`config.mk`:
```
export PLATFORM = sky130hd
export DESIGN_NAME = life_automaton_until_stable_top
export DESIGN_NICKNAME = d
export VERILOG_FILES = /design/src/hw/rtl/lau_pkg.sv /design/src/hw/rtl/lau_row_cell.sv /design/src/hw/rtl/lau_row_rule.sv /design/src/hw/rtl/life_automaton_until_stable_top.sv
export SDC_FILE = /design/constraint.sdc
export NUM_CORES = 1
export LEC_CHECK = 0
export BUFFER_PORTS_ARGS = -buffer_cell sky130_fd_sc_hd__buf_2
export CORE_MARGIN = 2
export CORE_UTILIZATION = 55
export DETAILED_ROUTE_END_ITERATION = 8
export PLACE_DENSITY = 0.78
export SYNTH_ARGS = -nofsm -noshare
export SYNTH_HDL_FRONTEND = slang
export SYNTH_SLANG_ARGS = --single-unit
```
`constraint.sdc`:
```
create_clock -name clk -period 6.5 [get_ports clk]
set_clock_uncertainty 0.15 [all_clocks]
set_input_delay 0.975 -clock clk [delete_from_list [all_inputs] [get_ports clk]]
set_output_delay 0.975 -clock clk [all_outputs]
set_load 0.005 [all_outputs]
```
`src/hw/rtl/lau_pkg.sv`:
```
`default_nettype none
package lau_pkg;

    localparam int ROW_W         = 16;
    localparam int GEN_W         = 11;
    localparam int MAX_GEN_W     = 10;
    localparam int IDX_OUT_W     = 4;
    localparam int GRID_SIDE_DEF = 16;

    localparam logic [MAX_GEN_W-1:0] MAX_GEN_RESET = MAX_GEN_W'(10);

    // B3/S23 neighbor counts
    localparam logic [3:0] BIRTH_COUNT   = 4'd3;
    localparam logic [3:0] SURVIVE_COUNT = 4'd2;

    typedef enum logic [2:0] {
        S_LOAD = 3'b001,
        S_RUN  = 3'b010,
        S_EMIT = 3'b100
    } lau_state_t;

    // columns 1 .. side-2 that fit in a row word
    function automatic logic [ROW_W-1:0] interior_mask(input int side);
        logic [ROW_W-1:0] m;
        m = '0;
        for (int c = 0; c < ROW_W; c++) begin
            m[c] = (c >= 1) && (c <= side - 2);
        end
        return m;
    endfunction

endpackage
`default_nettype wire

```
`src/hw/rtl/lau_row_cell.sv`:
```
`default_nettype none
module lau_row_cell (
    input  wire logic                      clk,
    input  wire logic                      shift_en,
    input  wire logic [lau_pkg::ROW_W-1:0] d,
    output logic      [lau_pkg::ROW_W-1:0] q
);
    import lau_pkg::*;

    logic [ROW_W-1:0] row_reg;
    logic [ROW_W-1:0] row_next;

    assign row_next = shift_en ? d : row_reg;

    always_ff @(posedge clk)
    begin
        row_reg <= row_next;
    end

    assign q = row_reg;

endmodule
`default_nettype wire

```
`src/hw/rtl/lau_row_rule.sv`:
```
`default_nettype none
module lau_row_rule (
    input  wire logic [lau_pkg::ROW_W-1:0] above,
    input  wire logic [lau_pkg::ROW_W-1:0] mid,
    input  wire logic [lau_pkg::ROW_W-1:0] below,
    input  wire logic [lau_pkg::ROW_W-1:0] mask,
    output logic      [lau_pkg::ROW_W-1:0] next_row
);
    import lau_pkg::*;

    // zero padding on both sides of each row
    logic [ROW_W+1:0] a_ext;
    logic [ROW_W+1:0] m_ext;
    logic [ROW_W+1:0] b_ext;
    logic [3:0]       cnt [ROW_W];
    logic [ROW_W-1:0] alive;

    assign a_ext = {1'b0, above, 1'b0};
    assign m_ext = {1'b0, mid, 1'b0};
    assign b_ext = {1'b0, below, 1'b0};

    always_comb
    begin
        for (int c = 0; c < ROW_W; c++) begin
            cnt[c] = 4'(a_ext[c]) + 4'(a_ext[c+1]) + 4'(a_ext[c+2])
                   + 4'(m_ext[c]) + 4'(m_ext[c+2])
                   + 4'(b_ext[c]) + 4'(b_ext[c+1]) + 4'(b_ext[c+2]);
            alive[c] = (cnt[c] == BIRTH_COUNT)
                    || (mid[c] && (cnt[c] == SURVIVE_COUNT));
        end
    end

    assign next_row = alive & mask;

endmodule
`default_nettype wire

```
`src/hw/rtl/life_automaton_until_stable_top.sv`:
```
`default_nettype none
// Game of life (B3/S23) on a GRID_SIDE x GRID_SIDE grid with dead borders.
// Rows come in top first, one request per cycle while loading, and are held
// in a chain of row cells that shifts toward the head. After the last row,
// each generation streams the chain once through the single rule stage at
// its head, one row per cycle, two generations per round. Iteration ends
// after a round whose two generations match, or after the round in which the
// generation count reaches max_generations (at least one round). The final
// grid then leaves one row per request. No input is taken while computing or
// emitting. max_generations is to be written only while idle; the block
// does not enforce this.
module life_automaton_until_stable_top #(
    parameter int GRID_SIDE = lau_pkg::GRID_SIDE_DEF
) (
    input  wire logic                          clk,
    input  wire logic                          rst_n,
    input  wire logic                          in_valid,
    output logic                               in_ready,
    input  wire logic [lau_pkg::ROW_W-1:0]     row_cells,
    output logic                               out_valid,
    input  wire logic                          out_ready,
    output logic      [lau_pkg::ROW_W-1:0]     out_row_cells,
    output logic      [lau_pkg::IDX_OUT_W-1:0] out_row_index,
    output logic                               last_row,
    output logic      [lau_pkg::GEN_W-1:0]     generations_run,
    output logic                               reached_stable,
    input  wire logic                          max_generations_we,
    input  wire logic [lau_pkg::MAX_GEN_W-1:0] max_generations
);
    import lau_pkg::*;

    localparam int IDX_W = $clog2(GRID_SIDE);
    localparam logic [IDX_W-1:0] LAST_IDX = IDX_W'(GRID_SIDE - 1);
    localparam logic [ROW_W-1:0] MASK = interior_mask(GRID_SIDE);

    lau_state_t             state_reg, state_next;
    logic [IDX_W-1:0]       row_cnt_reg, row_cnt_next;
    logic [GEN_W-1:0]       gen_cnt_reg, gen_cnt_next;
    logic                   phase_reg, phase_next;
    logic                   diff_reg, diff_next;
    logic                   stable_reg, stable_next;
    logic [MAX_GEN_W-1:0]   max_gen_reg, max_gen_next;
    logic [ROW_W-1:0]       above_reg, above_next;

    logic [ROW_W-1:0]       row_q [GRID_SIDE];
    logic [ROW_W-1:0]       tail_d;
    logic                   shift_en;
    logic [ROW_W-1:0]       rule_row;
    logic [ROW_W-1:0]       new_row;
    logic [ROW_W-1:0]       load_row;
    logic                   is_border;
    logic                   row_last;
    logic [GEN_W-1:0]       gen_inc;
    logic                   round_diff;
    logic                   stop;
    logic                   in_fire;
    logic                   out_fire;

    genvar gi;
    generate
        for (gi = 0; gi < GRID_SIDE; gi++) begin : g_chain
            if (gi == GRID_SIDE - 1) begin : g_tail
                lau_row_cell u_cell (
                    .clk      (clk),
                    .shift_en (shift_en),
                    .d        (tail_d),
                    .q        (row_q[gi])
                );
            end else begin : g_body
                lau_row_cell u_cell (
                    .clk      (clk),
                    .shift_en (shift_en),
                    .d        (row_q[gi+1]),
                    .q        (row_q[gi])
                );
            end
        end
    endgenerate

    // head of the chain is the row being updated, the next cell is below it
    lau_row_rule u_rule (
        .above    (above_reg),
        .mid      (row_q[0]),
        .below    (row_q[1]),
        .mask     (MASK),
        .next_row (rule_row)
    );

    assign row_last  = (row_cnt_reg == LAST_IDX);
    assign is_border = (row_cnt_reg == '0) || row_last;
    assign new_row   = is_border ? '0 : rule_row;
    assign load_row  = is_border ? '0 : (row_cells & MASK);
    assign tail_d    = (state_reg == S_LOAD) ? load_row : new_row;

    assign in_ready  = (state_reg == S_LOAD);
    assign out_valid = (state_reg == S_EMIT);
    assign in_fire   = in_valid && in_ready;
    assign out_fire  = out_valid && out_ready;
    assign shift_en  = in_fire || (state_reg == S_RUN) || out_fire;

    assign gen_inc    = gen_cnt_reg + GEN_W'(1);
    // second generation of a round differs from the first somewhere
    assign round_diff = diff_reg || (new_row != row_q[0]);
    assign stop       = !round_diff || (gen_inc >= GEN_W'(max_gen_reg));

    always_comb
    begin
        state_next   = state_reg;
        row_cnt_next = row_cnt_reg;
        gen_cnt_next = gen_cnt_reg;
        phase_next   = phase_reg;
        diff_next    = diff_reg;
        stable_next  = stable_reg;
        above_next   = above_reg;
        max_gen_next = max_generations_we ? max_generations : max_gen_reg;

        case (state_reg)
            S_LOAD:
            begin
                if (in_fire) begin
                    row_cnt_next = row_last ? '0 : row_cnt_reg + IDX_W'(1);
                    if (row_last) begin
                        state_next   = S_RUN;
                        gen_cnt_next = '0;
                        phase_next   = 1'b0;
                        diff_next    = 1'b0;
                    end
                end
            end
            S_RUN:
            begin
                above_next   = row_q[0];
                row_cnt_next = row_last ? '0 : row_cnt_reg + IDX_W'(1);
                if (phase_reg) begin
                    diff_next = round_diff;
                end
                if (row_last) begin
                    gen_cnt_next = gen_inc;
                    phase_next   = !phase_reg;
                    diff_next    = 1'b0;
                    if (phase_reg) begin
                        stable_next = !round_diff;
                        if (stop) begin
                            state_next = S_EMIT;
                        end
                    end
                end
            end
            S_EMIT:
            begin
                if (out_fire) begin
                    row_cnt_next = row_last ? '0 : row_cnt_reg + IDX_W'(1);
                    if (row_last) begin
                        state_next = S_LOAD;
                    end
                end
            end
            default:
            begin
                state_next   = S_LOAD;
                row_cnt_next = '0;
            end
        endcase
    end

    always_ff @(posedge clk or negedge rst_n)
    begin
        if (!rst_n) begin
            state_reg   <= S_LOAD;
            row_cnt_reg <= '0;
            gen_cnt_reg <= '0;
            phase_reg   <= 1'b0;
            diff_reg    <= 1'b0;
            stable_reg  <= 1'b0;
            max_gen_reg <= MAX_GEN_RESET;
        end else begin
            state_reg   <= state_next;
            row_cnt_reg <= row_cnt_next;
            gen_cnt_reg <= gen_cnt_next;
            phase_reg   <= phase_next;
            diff_reg    <= diff_next;
            stable_reg  <= stable_next;
            max_gen_reg <= max_gen_next;
        end
    end

    always_ff @(posedge clk)
    begin
        above_reg <= above_next;
    end

    assign out_row_cells   = row_q[0];
    assign out_row_index   = IDX_OUT_W'(row_cnt_reg);
    assign last_row        = row_last;
    assign generations_run = gen_cnt_reg;
    assign reached_stable  = stable_reg;

endmodule
`default_nettype wire

```
==> flow_summary.yaml <==
global_routing:
  grt_pass1_vias: 6349
  grt_overflow_total: 0
  grt_max_degree: 154
  grt_antenna_before_repair: 0
  grtUsageTotal_pct: 18.3
  grt_pass1_wl_mm: 32.0
sta:
  fin_crit_sh_pct: 75.7
  min_period_ns: 4.92
  finalSetupViolCount: 0
  fin_setup_tns_ns: 0
  layout_setup_ws_ns: 1.58
  worst_slew_pin_slew_ns: 0.992
  slew-limit-headroom_pct: 33.6
  rsz0062_at_grt: "false"
  final-hold-violation-count: 0
  final-max-slew-violation-count: 0
  fmax_mhz: 203
setup_path:
  end_kind: "flop"
  critical_path_required_ns: 6.83
  max_stage_delay_ns: 0.74
  cp.arrival_ns: 5.24
  worst-setup-path-type: "flop to flop"
  crit_top_cell: "fa_1"
  critPathSlowestCell: "a2111oi_0"
  crit_path_max_fanout: 5
  cp_cell_sequence: "ha_1, inv_1, fa_1, fa_1, inv_1, fa_1, inv_1, fa_1, nor4b_1, a22oi_1, a2111oi_0, o2111ai_2, o31ai_2, a31o_1"
  critPathLaunchType: "flop"
placement:
  placed_area_um2: 12500
  place.gp.congestion: 0.851
  port_buffers: 61
  dpl_worst_slack_ns: 1.59
  dp_cells: 1141
  dp_hpwl_mm: 13.5
clock_network:
  ctsResizeCount: 0
  clock_latency_ns: 0.53
  cts_tree: "done"
  clock_tree.buffer_depth: 3
  numCtsBuffers: 27
  cts_hold_buf: 0
  path_clk_slew_ns: 0.06
  htreeDepth: 1
  cts-root-buf: "clkbuf_16"
  clock-sinks: 269
  post_cts_buffers: 0
finish:
  multi_input_area_um2: 3360
  layout_commonest_cell: "edfxtp_1"
  final_cell_mix: "edfxtp_1 (238), inv_1 (133), buf_2 (61)"
  fillCellCount: 1563
  diodes: 0
  fin_nets: 1030
  layout-drive-gt1-share_pct: 12.2
  stdcell_area_um2: 13300
  finalNonFillerCells: 1185
  final-seq-area_um2: 7930
  area_growth_syn_to_layout_pct: 12.2
  largest_reg_flops: 210
detailed_routing:
  dr_total_vias: 6369
  ant_nets: 0
  via_per_inst: 5.37
  drt-initial-drc-count: 411
  drt_first_pass_iters: 5
  drc: 0
  wirelength_mm: 20.0
  wl_per_cell_um: 16.8
synth:
  synth_edf_count: 238
  netlist_instances: 815
  ys.flop_type: "edfxtp_1"
  ys_ff_latch: 269
  synthesis.area_um2: 11800
  synth_area_per_cell_um2: 14.5
  yosys.cell_types.count: 59
  ys_warn_count: 0
  yosysSeqAreaShare_pct: 67.0
  async_flop_share_pct: 11.5
floorplanning:
  start_util_pct: 56.1
  core_area_um2: 21100
  die_h_um: 151
  die_w_um: 151
  io-pin-count: 66
  dieArea_um2: 22700
  row_count: 53
job:
  max_cap_violations: 0
worst_hold_path:
  hp-class: "flop to flop"
run_status:
  status: "finished clean"
==> routing by layer <==
layer,part of all wire [%],up-vias,track usage [%]
li1,-,3000,-
met1,46,3191,26.2
met2,47,145,29.2
met3,5.1,33,3.45
met4,2.1,0,4.72
met5,0,-,0
==> worst max-delay path: cells and delay by family, from the launching register on <==
| family | cells | cell delay (ns) |
|---|---|---|
| fa+ha+maj | 5 | 2.03 |
| compound gates | 5 | 1.72 |
| flops | 1 | 0.42 |
| simple gates | 1 | 0.34 |
| buf+inv | 3 | 0.20 |
==> area by class of cell <==
cell class              count  area share, %
flip-flops and latches    269           59.7
multi-input cells         399           25.3
clock buffers              36           5.34
inverters                 134           3.81
well taps                 275           2.59
repair buffers             64           2.56
clock inverters             8          0.707
==> cell families after synthesis <==
logic type / after synthesis / synth area share (%)
flip-flops: 269 / 67.0
AND/OR/NAND/NOR: 174 / 7.22
buffers and inverters: 148 / 4.79
AO/OA/AOI/OAI: 105 / 5.60
adder cells (fa/ha/maj): 104 / 14.3
XOR/XNOR: 10 / 0.740
multiplexers: 4 / 0.359
other: 1 / 0.0317
==> path summary, 6_finish.rpt <==
check,cells past startpoint,startpoint,slack [ns],endpoint
max in group asynchronous,1,rst_n,5.37,generations_run[8]
max,14,above_reg[2],1.58,state_reg[2]
min reg2reg,0,g_chain[11].g_body.u_cell.q[6],0.26,g_chain[10].g_body.u_cell.q[6]
max reg2reg,14,above_reg[2],1.58,state_reg[2]
min,0,g_chain[11].g_body.u_cell.q[6],0.26,g_chain[10].g_body.u_cell.q[6]
min in group asynchronous,1,rst_n,0.35,state_reg[2]
==> cells in the mapped netlist (2+ instances only) <==
master,count,area share (%)
edfxtp_1,238,60
inv_1,133,4.2
nand2_1,54,1.7
fa_1,52,8.8
ha_1,52,5.5
nor2_1,46,1.5
o21ai_0,42,1.8
dfrtp_1,28,5.9
a21oi_1,22,0.93
nor3_1,11,0.47
clkbuf_1,10,0.32
nor2b_1,10,0.53
nand3_1,9,0.38
nor4_1,9,0.48
a211oi_1,7,0.44
nand2b_1,7,0.37
nor3b_1,7,0.44
a21o_1,6,0.38
xor2_1,6,0.44
nor4b_1,4,0.30
o32ai_1,4,0.30
or3_1,4,0.21
xnor2_1,4,0.30
a31oi_1,3,0.16
and3_1,3,0.16
dfstp_2,3,0.67
a221oi_1,2,0.15
a22oi_1,2,0.13
buf_4,2,0.13
mux2_2,2,0.19
mux2i_1,2,0.17
o22ai_1,2,0.11
or2_2,2,0.11
or4_1,2,0.13
==> per-stage QoR <==
step	utilization (%)	hold WS (ns)
floorplan	-	0.250
global placement	59.1	0.251
detailed placement	59.1	0.255
CTS	63.0	0.265
global route	63.0	0.263
finish	63.0	0.256
Power is not shown: default switching activity piles up to over one toggle a cycle in this logic, so the estimate is an artifact.
